===== config.mk =====
export PLATFORM = sky130hd
export DESIGN_NAME = lpgf_delay
export DESIGN_NICKNAME = d
export VERILOG_FILES = /design/src/sv/assert_macros.svh /design/src/sv/lpgf_delay.sv
export SDC_FILE = /design/constraint.sdc
export NUM_CORES = 1
export LEC_CHECK = 0
export BUFFER_PORTS_ARGS = -buffer_cell sky130_fd_sc_hd__buf_2
export CAP_MARGIN = 10
export CORE_MARGIN = 10
export CORE_UTILIZATION = 45
export DETAILED_ROUTE_END_ITERATION = 12
export GPL_ROUTABILITY_DRIVEN = 0
export PLACE_DENSITY = 0.78
export SLEW_MARGIN = 0
export SYNTH_ARGS = -nofsm -noshare
export SYNTH_HDL_FRONTEND = slang
export SYNTH_SLANG_ARGS = --single-unit

===== constraint.sdc =====
create_clock -name clk -period 1.5 [get_ports clk]
set_clock_uncertainty 0.2 [all_clocks]
set_input_delay 0.15 -clock clk [delete_from_list [all_inputs] [get_ports clk]]
set_output_delay 0.15 -clock clk [all_outputs]
set_load 0.02 [all_outputs]

===== src/sv/assert_macros.svh =====
// assertion macros for the light bar pair feature block
// empty when SYNTHESIS is defined; used by the top level only
`ifndef ASSERT_MACROS_SVH
`define ASSERT_MACROS_SVH
`ifndef SYNTHESIS
`define ASSERT_IMPLIES(lbl, clk, rstn, ante, cons) \
  lbl: assert property (@(posedge clk) disable iff (!rstn) (ante) |-> (cons)) \
    else $error("assertion failed");
`define ASSERT_NEXT(lbl, clk, rstn, ante, cons) \
  lbl: assert property (@(posedge clk) disable iff (!rstn) (ante) |=> (cons)) \
    else $error("assertion failed");
`else
`define ASSERT_IMPLIES(lbl, clk, rstn, ante, cons)
`define ASSERT_NEXT(lbl, clk, rstn, ante, cons)
`endif
`endif


===== src/sv/lpgf_delay.sv =====
// shift line that keeps side data aligned with the long arithmetic paths
// depends on nothing
module lpgf_delay #(
  parameter int W = 8,
  parameter int DEPTH = 4
) (
  input  logic         clk,
  input  logic         en,
  input  logic [W-1:0] d,
  output logic [W-1:0] q
);

  logic [W-1:0] tap_r [0:DEPTH-1];

  always_ff @(posedge clk) begin
    if (en) begin
      tap_r[0] <= d;
      for (int i = 1; i < DEPTH; i++) begin
        tap_r[i] <= tap_r[i-1];
      end
    end
  end

  assign q = tap_r[DEPTH-1];

endmodule


==> out/metrics.csv <==
stage;metric;value;unit
detailed_routing;drc;0;
global_route;grt_max_degree;26;
layout;top_register;tap_r;
timing;finalHoldViolations;0;
layout;multi_input_cells;0;
timing;rsz0062_at_grt;false;
synth;synth-seq-area-share;1.00;
layout;final_cell_mix;edfxtp_1 (32), buf_2 (17), dlygate4sd3_1 (9), clkbuf_4 (5), clkbuf_1 (2);
clock_tree;clock-sinks;32;
clock_tree;insertion_delay;0.30;ns
clock_tree;cts-root-buf;clkbuf_4;
synth;synthDistinctLibCells;1;
floorplan;fp.dieArea;4380;um^2
critical_path;end_kind;flip-flop;
timing;max_freq;0.771;GHz
layout;insertedDiodeCount;0;
synth;ys_warn_count;0;
timing;period_needed;1.30;ns
global_route;antenna_found_initial;0;
layout;drive_gt1_frac;0.343;
detailed_routing;first_pass_iters;2;
critical_path;criticalPathCategory;in2reg;
clock_tree;cts_tree;done;
detailed_routing;via_count;400;
timing;finalWorstSetupSlack;0.203;ns
power;p_comb_frac;0.050;
layout;final_nets;76;
detailed_routing;viasPerCell;4.26;
global_route;use_met2;0.0766;
clock_tree;clk_pin_slew;0.08;ns
synth;syn_inst;32;
power;p_leak;0.454;nW
synth;ys_seq_elements;32;
power;power_frac_seq;0.683;
floorplan;die_x;66.2;um
global_route;grt_overflow_total;0;
synth;syn_area_per_cell;30.0;um^2
power;p_sw_frac;0.186;
layout;area_growth;28.9;%
timing;tightest_slew;0.194;ns
detailed_routing;first_iter_violations;10;
clock_tree;htreeDepth;2;
critical_path;path_max_fanout;25;
global_route;grt-busiest-layer;met2;
power;power.net_switching;0.289;mW
worst_hold_path;hold_path_class;reg2reg;
timing;timing.slew.headroom;0.871;
layout;final_common_cell;edfxtp_1;
synth;synthesis.nets;42;
global_route;met1_usage;0.0532;
critical_path;cp.arrival;1.10;ns
detailed_routing;wl_per_cell;11.8;um
power;total_power;1.56;mW
power;p_int;1.27;mW
floorplan;pin_count;18;
synth;netlist_area;961;um^2
flow_run;maxCapViolCount;0;
placement;io_buffers;17;
timing;whs;0.222;ns
global_route;grt_first_pass_wirelength;1.77;mm
floorplan;die_y;66.2;um
layout;top_regs;tap_r x32;
layout;multiInputGateArea;0;um^2
layout;largest_reg_flops;32;
power;vdd_drop_max;0.720;mV
placement;place_ws;0.431;ns
timing;setup_viol;0;
floorplan;core_area;2000;um^2
critical_path;crit_required;1.31;ns
timing;fin_crit_sh;0.865;
power;p_per_area;1260;nW/um^2
critical_path;critPathLaunchType;primary input;
global_route;grt.total_usage;0.0565;
detailed_routing;drt-total-wl;1.11;mm
clock_tree;cts_buffer_depth;2;
global_route;grt_use_met3;0.0525;
clock_tree;cts_buffers;5;
timing;slew_viol_final;0;
timing;tns;0;ns
power;power.share.clock;0.267;
floorplan;initial_core_util;0.480;
floorplan;num_rows;16;
clock_tree;post_cts_buffers;0;
detailed_routing;ant_nets;0;
global_route;first_global_vias;398;
outcome;outcome;finished clean;
-- per-layer routing --
layer	part of all wire	vias up
li1	-	198
met4	0	0
met2	0.46	21
met3	0.16	0
met1	0.38	181
met5	0	-
-- cells by family after synthesis --
group and synth area share:
DFF 1.00
-- critical path, stage by stage --
cell	delay (ns)
dlygate4sd3_1	0.52
buf_2	0.22
buf_12	0.21
-- what timing repair did --
action                    4_1_cts  5_1_grt
hold buffers                    9        0
resized for setup               0        0
hold endpoints to repair       15        0
-- final cells by class --
cell class | count | area (um^2)
clock inverter | 1 | 3.75
tap | 27 | 33.8
fill | 162 | 763
timing repair buffer | 27 | 195
clock buffer | 7 | 45.0
sequential | 32 | 961
-- synth_stat cells (all sizes together) --
cell type   n  area [um^2]
edfxtp     32          961
-- power groups by stage --
stage / clock network (mW) / logic [mW] / registers, mW
finish: 0.416 / 0.0777 / 1.06
CTS: 0.433 / 0.0781 / 1.06
global route: 0.483 / 0.0852 / 1.07
detailed placement: 0 / 0.0605 / 1.09
floorplan: 0 / 0 / 1.10
global placement: 0 / 0.0586 / 1.08
-- final timing paths --
kind | from | end | slack, ns | cells past startpoint
setup reg to reg | tap_r[1][7]$_DFFE_PP_ | tap_r[2][7]$_DFFE_PP_ | 0.67 | 0
setup / recovery | en | tap_r[3][0]$_DFFE_PP_ | 0.20 | 3
hold reg to reg | tap_r[0][0]$_DFFE_PP_ | tap_r[1][0]$_DFFE_PP_ | 0.22 | 0
hold / removal | tap_r[0][0]$_DFFE_PP_ | tap_r[1][0]$_DFFE_PP_ | 0.22 | 0
-- metrics by stage --
step | cells | util | instance area (um^2)
CTS | 94 | 0.619 | 1240
floorplan | 32 | - | 961
global route | 94 | 0.619 | 1240
detailed placement | 77 | 0.549 | 1100
finish | 94 | 0.619 | 1240
global placement | 77 | 0.549 | 1100
Power figures use the tool's default switching activity.
