==> config.mk <==
export PLATFORM = sky130hd
export DESIGN_NAME = lpgf_isqrt
export DESIGN_NICKNAME = d
export VERILOG_FILES = /design/src/sv/assert_macros.svh /design/src/sv/lpgf_isqrt.sv
export SDC_FILE = /design/constraint.sdc
export NUM_CORES = 1
export LEC_CHECK = 0
export BUFFER_PORTS_ARGS = -buffer_cell sky130_fd_sc_hd__buf_2
export CAP_MARGIN = 25
export CORE_MARGIN = 1
export CORE_UTILIZATION = 35
export CTS_BUF_LIST = sky130_fd_sc_hd__clkbuf_4 sky130_fd_sc_hd__clkbuf_8
export DETAILED_ROUTE_END_ITERATION = 6
export PLACE_DENSITY = 0.54
export SLEW_MARGIN = 20
export SYNTH_ARGS = -nofsm -noshare
export SYNTH_HDL_FRONTEND = slang
export SYNTH_SLANG_ARGS = --single-unit
==> constraint.sdc <==
create_clock -name clk -period 2.7 [get_ports clk]
set_input_delay 0.675 -clock clk [delete_from_list [all_inputs] [get_ports clk]]
set_output_delay 0.675 -clock clk [all_outputs]
set_load 0.01 [all_outputs]
==> src/sv/assert_macros.svh <==
// assertion macros for the light bar pair feature block
// empty when SYNTHESIS is defined; used by the top level only
`ifndef ASSERT_MACROS_SVH
`define ASSERT_MACROS_SVH
`ifndef SYNTHESIS
`define ASSERT_IMPLIES(lbl, clk, rstn, ante, cons) \
  lbl: assert property (@(posedge clk) disable iff (!rstn) (ante) |-> (cons)) \
    else $error("assertion failed");
`define ASSERT_NEXT(lbl, clk, rstn, ante, cons) \
  lbl: assert property (@(posedge clk) disable iff (!rstn) (ante) |=> (cons)) \
    else $error("assertion failed");
`else
`define ASSERT_IMPLIES(lbl, clk, rstn, ante, cons)
`define ASSERT_NEXT(lbl, clk, rstn, ante, cons)
`endif
`endif

==> src/sv/lpgf_isqrt.sv <==
// pipelined integer square root, one root bit per stage
// depends on nothing
module lpgf_isqrt #(
  parameter int IN_W = 32
) (
  input  logic              clk,
  input  logic              en,
  input  logic [IN_W-1:0]   rad,
  output logic [IN_W/2-1:0] root
);

  localparam int HW = IN_W / 2;

  logic [HW:0]     rem_r  [0:HW-1];
  logic [HW-1:0]   root_r [0:HW-1];
  logic [IN_W-1:0] rad_r  [0:HW-1];

  for (genvar k = 0; k < HW; k++) begin : g_stage
    logic [HW:0]     r_in;
    logic [HW-1:0]   o_in;
    logic [IN_W-1:0] s_in;
    logic [HW+2:0]   t, trial, diff;
    logic            ge;
    if (k == 0) begin : g_first
      assign r_in = '0;
      assign o_in = '0;
      assign s_in = rad;
    end else begin : g_next
      assign r_in = rem_r[k-1];
      assign o_in = root_r[k-1];
      assign s_in = rad_r[k-1];
    end
    assign t = {r_in, s_in[IN_W-1:IN_W-2]};
    assign trial = {1'b0, o_in, 2'b01};
    assign diff = t - trial;
    assign ge = (t >= trial);
    always_ff @(posedge clk) begin
      if (en) begin
        rem_r[k]  <= ge ? diff[HW:0] : t[HW:0];
        root_r[k] <= {o_in[HW-2:0], ge};
        rad_r[k]  <= {s_in[IN_W-3:0], 2'b00};
      end
    end
  end

  assign root = root_r[HW-1];

endmodule

==> impl_metrics.csv <==
group,metric,value,unit
clocking,cts_max_path_buffers,3,
clocking,cts_tree,"built",
sta,grt_setup_unrepaired,"true",
setup_path,crit_path_start_kind,"flip-flop",
logic_synthesis,ys_types,77,
sta,setup_failing_eps_final,0,
clocking,cts_htree_levels,3,
logic_synthesis,yosysMostFrequentCell,"sky130_fd_sc_hd__edfxtp_1",
setup_path,timing.critical_path.cells,"inv_1 > ha_2 > a2111oi_2 > o21a_1 > or2_2 > o21ai_0 > a211oi_1 > mux2_2",
grt,gr-usage-all-layers,13.5,%
cells_and_area,postLayoutCellArea,0.0336,mm²
sta,maxClockFrequency,377,MHz
setup_path,crit_end_category,"flip-flop",
logic_synthesis,yosys-top-cells-count,"sky130_fd_sc_hd__edfxtp_1 (613), sky130_fd_sc_hd__inv_1 (179), sky130_fd_sc_hd__nor2_1 (169)",
logic_synthesis,synthesis.nets,2388,
sta,whs,0.155,ns
setup_path,timing.setup.critical_path_class,"reg -> reg",
floorplan,coreArea,0.0809,mm²
sta,fin_skew,0.0503,ns
sta,fin_setup_tns,0,ns
cells_and_area,share_of_layout_cells_above_drive_strength_1,17.5,%
placed_design,placement.io_buffers,49,
logic_synthesis,netlist.area_leader.share,63.9,%
detailed_routing,wl_met3,2820,µm
placed_design,gp_congestion,0.883,
grt,grt_overflow,0,
clocking,path_clk_slew,0.06,ns
clocking,cts-buffers-inserted,103,
status,run_status,"finished, violations left",
grt,grt_start_max_net_pins,84,
job,max_cap_viol_count,0,
detailed_routing,drtIter0Drc,1311,
detailed_routing,m1WireLength,26200,µm
sta,finalWorstSetupSlack,0.0489,ns
logic_synthesis,synth-async-reset-ratio,0,%
sta,period_needed,2.65,ns
hold_path,hp-class,"in -> reg",
detailed_routing,highest_layer_used_for_signal_routing,"met4",
logic_synthesis,synth_top_flop_cell,"sky130_fd_sc_hd__edfxtp_1",
cells_and_area,finalNetCount,2635,
sta,final-hold-violation-count,0,
setup_path,crit_path_dat,3.11,ns
detailed_routing,wl_met2,26700,µm
placed_design,dpl.hpwl,40700,µm
cells_and_area,syn2layout_area_growth,16.8,%
status,violations,"design-rule violations",
pwr,power.ir.vdd_worst,0.405,mV
detailed_routing,via_count,17900,
logic_synthesis,seq_area_frac_synth,63.9,%
logic_synthesis,synth_top_cell_by_area,"sky130_fd_sc_hd__edfxtp_1",
floorplan,fp-row-count,104,
setup_path,timing.critical_path.slowest_cell_delay,0.41,ns
logic_synthesis,synthCells,2202,
pwr,power.density_cell_area,736,mW/mm²
placed_design,dp.cells,3392,
setup_path,timing.critical_path.fanout_max,9,
detailed_routing,via_to_cell_ratio,4.97,
sta,slew_viol_final,0,
grt,grt_first_pass_wirelength,91400,µm
detailed_routing,totalWireLength,57100,µm
sta,period_share,98.2,%
logic_synthesis,synth_area_per_cell,13.1,µm²
detailed_routing,drt-wirelength-per-cell,15.9,µm
logic_synthesis,synth-edff-count,613,
floorplan,floorplan.die_area,0.0834,mm²
sta,worstMarginPinSlew,0.602,ns
logic_synthesis,synth.top_cells.by_area,"sky130_fd_sc_hd__edfxtp_1 (64%), sky130_fd_sc_hd__ha_1 (6.6%), sky130_fd_sc_hd__xnor2_1 (2.6%), sky130_fd_sc_hd__inv_1 (2.3%), sky130_fd_sc_hd__nor2_1 (2.2%)",
floorplan,boundaryPins,50,
clocking,cts_sinks,613,
grt,first_global_vias,17600,
clocking,cts-root-buf,"sky130_fd_sc_hd__clkbuf_8",
logic_synthesis,synth-seq-cells,613,
grt,grt_antenna_before_repair,1,
cells_and_area,layout.cells.non_filler,3592,
detailed_routing,drcViolationCount,7,
floorplan,start_util,35.6,%
placed_design,postPlaceCellArea,0.0313,mm²
detailed_routing,drt_pre_antenna_iters,7,
logic_synthesis,synthesis.area,0.0288,mm²
floorplan,die_h,289,µm
setup_path,worst-endpoint-required,3.16,ns
detailed_routing,ant_nets,0,
placed_design,pre_cts_slack,-0.0449,ns
logic_synthesis,yosys_warnings,0,
floorplan,dieWidth,289,µm
pwr,power.static_leakage,13.0,nW
clocking,worst_skew_pair.late_latency,0.71,ns
setup_path,critical-path-slowest-cell,"sky130_fd_sc_hd__edfxtp_1",
sta,max-slew-margin-rel,59.5,%
## cells in the final DEF (no fill, tap or decap), types with 84 or more instances in the layout
master / count
sky130_fd_sc_hd__edfxtp_1: 613
sky130_fd_sc_hd__inv_1: 179
sky130_fd_sc_hd__nor2_1: 169
sky130_fd_sc_hd__ha_1: 147
sky130_fd_sc_hd__buf_4: 121
sky130_fd_sc_hd__a21oi_1: 116
sky130_fd_sc_hd__clkbuf_8: 104
sky130_fd_sc_hd__o21ai_0: 93
sky130_fd_sc_hd__xnor2_1: 87
sky130_fd_sc_hd__nand2_1: 84
## final timing paths
check                          start  slack, ns                      end  cells past startpoint
max          root_r[2][52]$_DFFE_PP_       0.05   rem_r[1][83]$_DFFE_PP_                      8
min reg2reg   rad_r[0][81]$_DFFE_PP_       0.40  rad_r[0][113]$_DFFE_PP_                      0
min                           rad[5]       0.15    rad_r[0][5]$_DFFE_PP_                      1
max reg2reg  root_r[2][52]$_DFFE_PP_       0.05   rem_r[1][83]$_DFFE_PP_                      8
## state kept, by name, indices dropped and copies added (netlist names)
register,cells
root_r,136
rad_r,240
rem_r,237
## cell families after synthesis
group / after synthesis / synth area share (%)
other: 1 / 0.0130
muxes: 48 / 1.84
and+or+nand+nor: 576 / 10.2
buffers and inverters: 226 / 3.03
AOI/OAI and AO/OA: 432 / 9.67
xor gates and xnor gates: 154 / 4.68
adders and majority gates: 152 / 6.61
DFF: 613 / 63.9
## layer usage
layer / track usage [%] / up-vias
met2: 21.9 / 407
met4: 4.82 / 0
met1: 18.2 / 8590
met3: 2.48 / 103
li1: - / 8756
met5: 0 / -
## stage by stage
step           total power, mW  util, %
2_1_floorplan             15.2        -
3_3_place_gp              16.6     38.6
3_5_place_dp              16.7     38.6
4_1_cts                   25.0     41.1
5_1_grt                   26.1     41.5
6_report                  24.7     41.5
## power by group
part | internal (mW) | switching (mW) | total, mW
Sequential | 11.8 | 0.579 | 12.3
Clock | 4.29 | 3.79 | 8.07
Combinational | 1.94 | 2.39 | 4.34
Total | 18.0 | 6.76 | 24.7
## area by class of cell
cell class,instances,area [µm²]
diodes,1,2.50
inverters,183,692
clock buffers,130,1630
multi-input cells,1363,9750
repair buffers,185,1430
fillers,7534,47300
flip-flops and latches,613,18400
well taps,1060,1330
clock inverters,57,385
## worst max-delay path: cells and delay by family (launching register included)
kind / cells / cell delay, ns
AOI/OAI and AO/OA: 4 / 1.07
DFF: 1 / 0.41
muxes: 1 / 0.37
adders and majority gates: 1 / 0.33
and+or+nand+nor: 1 / 0.16
buffers and inverters: 1 / 0.08
## timing repair
| action | CTS | global route |
|---|---|---|
| setup buffers | 0 | 11 |
| gates cloned | 0 | 1 |
| setup endpoints to repair | 17 | 110 |
| pin swaps | 1 | 8 |
| hold buffers | 0 | 0 |
| resized for setup | 4 | 49 |
No activity file was read; power rests on OpenSTA's default activity.
