**src/sv/assert_macros.svh**
```systemverilog
// assertion macros for the light bar pair feature block
// empty when SYNTHESIS is defined; used by the top level only
`ifndef ASSERT_MACROS_SVH
`define ASSERT_MACROS_SVH
`ifndef SYNTHESIS
`define ASSERT_IMPLIES(lbl, clk, rstn, ante, cons) \
  lbl: assert property (@(posedge clk) disable iff (!rstn) (ante) |-> (cons)) \
    else $error("assertion failed");
`define ASSERT_NEXT(lbl, clk, rstn, ante, cons) \
  lbl: assert property (@(posedge clk) disable iff (!rstn) (ante) |=> (cons)) \
    else $error("assertion failed");
`else
`define ASSERT_IMPLIES(lbl, clk, rstn, ante, cons)
`define ASSERT_NEXT(lbl, clk, rstn, ante, cons)
`endif
`endif

```
**src/sv/lpgf_pkg.sv**
```systemverilog
// shared types, widths and constants for the light bar pair feature block
// no dependencies
package lpgf_pkg;

  localparam int CORDIC_STAGES_DEF = 14;
  localparam int COORD_W = 16;
  localparam int AXIS_W = 18;
  localparam int ANGLE_W = 16;
  localparam int CORDIC_W = 34;
  localparam int Z_W = 18;
  localparam int PRESCALE_SH = 12;
  localparam int PI_Q13 = 25736;
  localparam int HALF_PI_Q13 = 12868;

  localparam int TILT_W = 15;
  localparam int RES_W = 16;
  localparam int SQ_W = 32;
  localparam int CSQ_W = 34;
  localparam int LEN2_W = 33;
  localparam int DIST2_W = 35;
  localparam int WR_SCALE_SH = 14;
  localparam int SR_SCALE_SH = 16;

  localparam int RATIO_DEN_W = LEN2_W;
  localparam int RATIO_Q_W = 32;
  localparam int ANG_DEN_W = TILT_W;
  localparam int ANG_Q_W = 16;
  localparam int ANG_SH = 8;

  localparam int PRE_STAGES = 4;
  localparam int PIPE_LAT = PRE_STAGES + RATIO_Q_W + RATIO_Q_W / 2;

  localparam logic [RES_W-1:0] SAT16 = '1;

  typedef struct packed {
    logic [COORD_W-1:0] left_top_x;
    logic [COORD_W-1:0] left_top_y;
    logic [COORD_W-1:0] left_bottom_x;
    logic [COORD_W-1:0] left_bottom_y;
    logic [COORD_W-1:0] right_top_x;
    logic [COORD_W-1:0] right_top_y;
    logic [COORD_W-1:0] right_bottom_x;
    logic [COORD_W-1:0] right_bottom_y;
  } in_word_t;

  typedef struct packed {
    logic [TILT_W-1:0] top_tilt;
    logic [TILT_W-1:0] bottom_tilt;
    logic [TILT_W-1:0] tilt_difference;
    logic [RES_W-1:0]  angle_quotient;
    logic [RES_W-1:0]  width_ratio;
    logic [RES_W-1:0]  length_ratio;
    logic [RES_W-1:0]  rect_error;
    logic [RES_W-1:0]  rect_error_diff;
    logic              divide_saturated;
  } out_word_t;

  function automatic logic [12:0] atan_q13(input int idx);
    case (idx)
      0:       return 13'd6434;
      1:       return 13'd3798;
      2:       return 13'd2007;
      3:       return 13'd1019;
      4:       return 13'd511;
      5:       return 13'd256;
      6:       return 13'd128;
      7:       return 13'd64;
      8:       return 13'd32;
      9:       return 13'd16;
      10:      return 13'd8;
      11:      return 13'd4;
      12:      return 13'd2;
      13:      return 13'd1;
      default: return 13'd0;
    endcase
  endfunction

endpackage

```
**src/sv/lpgf_cordic.sv**
```systemverilog
// pipelined vectoring cordic: atan2 in radians times 8192, one stage per iteration
// depends on lpgf_pkg
module lpgf_cordic #(
  parameter int STAGES = lpgf_pkg::CORDIC_STAGES_DEF
) (
  input  logic                                clk,
  input  logic                                en,
  input  logic signed [lpgf_pkg::AXIS_W-1:0]  y_in,
  input  logic signed [lpgf_pkg::AXIS_W-1:0]  x_in,
  output logic signed [lpgf_pkg::ANGLE_W-1:0] angle
);
  import lpgf_pkg::*;

  localparam logic signed [Z_W-1:0] Z_PI = Z_W'(PI_Q13);
  localparam logic signed [Z_W-1:0] Z_NPI = Z_W'(-PI_Q13);
  localparam logic signed [Z_W-1:0] Z_HPI = Z_W'(HALF_PI_Q13);
  localparam logic signed [Z_W-1:0] Z_NHPI = Z_W'(-HALF_PI_Q13);

  logic signed [CORDIC_W-1:0] cx_r [0:STAGES];
  logic signed [CORDIC_W-1:0] cy_r [0:STAGES];
  logic signed [Z_W-1:0]      z_r  [0:STAGES];
  logic                       fix_r [0:STAGES];

  logic signed [CORDIC_W-1:0] px, py, cx0, cy0;
  logic signed [Z_W-1:0]      z0, zl, zc;
  logic                       fix0;

  assign px = {{(CORDIC_W-AXIS_W-PRESCALE_SH){x_in[AXIS_W-1]}}, x_in, {PRESCALE_SH{1'b0}}};
  assign py = {{(CORDIC_W-AXIS_W-PRESCALE_SH){y_in[AXIS_W-1]}}, y_in, {PRESCALE_SH{1'b0}}};

  // axis cases are exact and bypass the iterations
  always_comb begin
    fix0 = 1'b0;
    z0   = '0;
    cx0  = px;
    cy0  = py;
    if (y_in == '0) begin
      fix0 = 1'b1;
      z0   = x_in[AXIS_W-1] ? Z_PI : '0;
    end else if (x_in == '0) begin
      fix0 = 1'b1;
      z0   = y_in[AXIS_W-1] ? Z_NHPI : Z_HPI;
    end else if (x_in[AXIS_W-1]) begin
      z0  = y_in[AXIS_W-1] ? Z_NPI : Z_PI;
      cx0 = -px;
      cy0 = -py;
    end
  end

  always_ff @(posedge clk) begin
    if (en) begin
      cx_r[0]  <= cx0;
      cy_r[0]  <= cy0;
      z_r[0]   <= z0;
      fix_r[0] <= fix0;
    end
  end

  for (genvar i = 0; i < STAGES; i++) begin : g_iter
    logic signed [Z_W-1:0] step;
    logic                  up;
    assign step = Z_W'({1'b0, atan_q13(i)});
    assign up = (cy_r[i] > 0);
    always_ff @(posedge clk) begin
      if (en) begin
        fix_r[i+1] <= fix_r[i];
        if (up) begin
          cx_r[i+1] <= cx_r[i] + (cy_r[i] >>> i);
          cy_r[i+1] <= cy_r[i] - (cx_r[i] >>> i);
        end else begin
          cx_r[i+1] <= cx_r[i] - (cy_r[i] >>> i);
          cy_r[i+1] <= cy_r[i] + (cx_r[i] >>> i);
        end
        if (fix_r[i]) begin
          z_r[i+1] <= z_r[i];
        end else if (up) begin
          z_r[i+1] <= z_r[i] + step;
        end else begin
          z_r[i+1] <= z_r[i] - step;
        end
      end
    end
  end

  assign zl = z_r[STAGES];

  always_comb begin
    if (zl > Z_PI) begin
      zc = Z_PI;
    end else if (zl < Z_NPI) begin
      zc = Z_NPI;
    end else begin
      zc = zl;
    end
  end

  assign angle = ANGLE_W'(zc);

endmodule

```
**config.mk**
```make
export PLATFORM = sky130hd
export DESIGN_NAME = lpgf_cordic
export DESIGN_NICKNAME = d
export VERILOG_FILES = /design/src/sv/assert_macros.svh /design/src/sv/lpgf_pkg.sv /design/src/sv/lpgf_cordic.sv
export SDC_FILE = /design/constraint.sdc
export NUM_CORES = 2
export LEC_CHECK = 0
export BUFFER_PORTS_ARGS = -buffer_cell sky130_fd_sc_hd__buf_4
export CAP_MARGIN = 20
export CORE_MARGIN = 2
export CORE_UTILIZATION = 34
export CTS_BUF_LIST = sky130_fd_sc_hd__clkbuf_4
export CTS_CLUSTER_SIZE = 10
export DETAILED_ROUTE_END_ITERATION = 12
export PLACE_DENSITY = 0.58
export SLEW_MARGIN = 10
export SYNTH_ARGS = -nofsm -noshare
export SYNTH_HDL_FRONTEND = slang
export SYNTH_SLANG_ARGS = --single-unit
export TNS_END_PERCENT = 20
```
**constraint.sdc**
```tcl
create_clock -name clk -period 12.9 [get_ports clk]
set_clock_uncertainty 0.2 [all_clocks]
set_input_delay 2.58 -clock clk [delete_from_list [all_inputs] [get_ports clk]]
set_output_delay 2.58 -clock clk [all_outputs]
set_load 0.1 [all_outputs]
```
==> results.cfg <==
[outcome]
status = finished clean

[clocking]
clockBufferDepth = 4
cts_sinks = 1067
cts_buffers = 308
htreeDepth = 5
hold_buffers = 0
post-cts-setup-buffers = 0
clk_pin_slew_ps = 70
cts_tree = yes
cts_resized = 0
insertion_delay_ps = 1280
cts-root-buf = clkbuf_4

[synthesis]
synth_most_common_cell = edfxtp_1
synth_edf_count = 1067
ys_ff_latch = 1067
synth_compound_area_share_pct = 18.5
async_flop_share_pct = 0
netlist-cell-type-count = 94
synthMuxAreaShare_pct = 0.680
yosysSeqAreaShare_pct = 36.9
yosysTopAreaCell = edfxtp_1
synth.net_count = 10057
synth_top_family_by_area = compound AO/OA/AOI/OAI gates
synth.avg_cell_area_um2 = 9.45
synth-xor-area-share_pct = 14.3
synthCells = 9188
synth-adder-area-share_pct = 12.1
yosys.area_share.simple_pct = 14.8
synth_area_um2 = 86800
synthTopCellsByCount = edfxtp_1, xnor2_1, a21oi_1
yosys_warnings = 0
synthTopCellsByArea = edfxtp_1, ha_1, xnor2_1
ys.flop_type = edfxtp_1
synth_top_area_share_pct = 36.9

[route]
drt_iter0_drc = 4993
postRouteAntennaNets = 0
wire_per_inst_um = 17.5
routed_wl_um = 227000
routed_via_density = 5.37
vias = 69654
route.detailed.drc = 0
drt_first_pass_iters = 6

[hold_path]
hold_class = register to register

[global_routing]
grt_max_degree = 78
grt_pass1_vias = 68123
grt_pass1_wl_um = 363000
antenna_found_initial = 3
groute.usage.overall_pct = 17.1
grt-ovfl-total = 0

[worst_setup_path]
worst_setup_path_start_kind = register
cp_max_fo = 34
worst-setup-path-type = register to register
cp.required_ps = 13690
worstPathArrival_ps = 8620
cp-end-kind = register

[flow_run]
cap_violations = 0

[final_layout]
nets = 10264
final_util_pct = 37.3
fillCellCount = 25466
drive_gt1_share_pct = 7.08
layout.cells.non_filler = 12965
area_growth_pct = 9.18

[floorplan]
num_rows = 185
die_h_um = 509
core-area_um2 = 254000
ios = 54
die_area_um2 = 259000
start_util_pct = 34.2
dieWidth_um = 509

[sta]
hold_viol = 0
maxClockFrequency_ghz = 0.128
min_period_ps = 7830
setup-tns-final_ps = 0
tightestPinTransition_ps = 1110
layout_setup_ws_ps = 5070
period_share_pct = 60.7
setup_viol = 0
relSlewSlack_pct = 25.4
slew_viol_final = 0
rsz0062_at_grt = false

[place]
io_buffers = 53
pre_cts_slack_ps = 4690
gp_congestion = 0.914
place_inst = 12451
dp_hpwl_um = 180000
[cells by family (layout without fill, tap and decap cells)]
group | Yosys count | after routing
adders and majority gates | 831 | 831
muxes | 56 | 56
and+or+nand+nor | 2632 | 2632
DFF | 1067 | 1067
xor gates and xnor gates | 1418 | 1418
other | 0 | 10
AOI/OAI and AO/OA | 2553 | 2553
buffers and inverters | 631 | 1032
[cells in the final DEF, fill, tap and decap left out, drive strengths merged, types with 96 or more instances in the layout]
| cell type | n |
|---|---|
| a21o | 359 |
| a21oi | 835 |
| a31oi | 101 |
| buf | 112 |
| clkbuf | 412 |
| edfxtp | 1067 |
| ha | 811 |
| inv | 419 |
| nand2 | 610 |
| nand2b | 156 |
| nand3 | 160 |
| nor2 | 763 |
| nor2b | 119 |
| nor3 | 234 |
| nor4 | 115 |
| o21a | 112 |
| o21ai | 539 |
| o21bai | 96 |
| o31ai | 110 |
| or3 | 96 |
| xnor2 | 906 |
| xor2 | 512 |
[state kept, by name, summed over array words and instances (netlist names)]
register  flops
cx_r        374
cy_r        423
fix_r        14
z_r         256
[per-layer routing]
layer	wire length (µm)	up-vias	GRT usage (%)
li1	-	34413	-
met5	13	-	0
met4	7010	2	6.06
met3	9480	459	2.26
met2	112000	1736	30.2
met1	98900	33044	21.2
[path summary, 6_finish.rpt]
kind | depth (start not counted) | endpoint | slack (ps) | from
min reg2reg | 0 | z_r[0][115] | 190 | z_r[0][97]
max reg2reg | 25 | cy_r[0][271] | 5070 | cy_r[0][211]
max | 25 | cy_r[0][271] | 5070 | cy_r[0][211]
min | 0 | z_r[0][115] | 190 | z_r[0][97]
[layout make-up]
cell class	instances	area, µm²	area share (%)
multi-input cells	7490	52500	55.3
flip-flops and latches	1067	32000	33.8
well taps	3366	4210	4.44
clock buffers	412	3090	3.26
inverters	416	1560	1.65
repair buffers	112	843	0.889
clock inverters	92	561	0.591
diodes	10	25.0	0.0264
[worst max-delay path, cell delays in order (launching register included)]
cell and delay, ps:
edfxtp_1 490, inv_1 140, ha_1 190, or4b_1 530
nor4b_2 710, and3_1 310, nand2_1 280, nor4_2 380
buf_4 240, nor2_1 160, nor2_2 130, buf_4 350
nor2_1 100, xor2_1 160, ha_1 320, a21oi_1 200
o21ai_0 140, a21oi_1 300, o2111ai_1 180, a221oi_1 630
o211a_1 250, o21ai_0 150, or4_1 460, a31o_2 250
a21oi_1 160, xnor2_1 80
[through the flow]
stage / cell area [µm²] / hold WS (ps)
global route: 94800 / 154
floorplan: 86800 / 200
detailed placement: 91100 / 205
CTS: 94800 / 191
global placement: 91100 / 201
finish: 94800 / 186
Power is left out: the tool's default activity adds up to more than one toggle a clock period on the data nets, which glitch-free logic cannot reach.
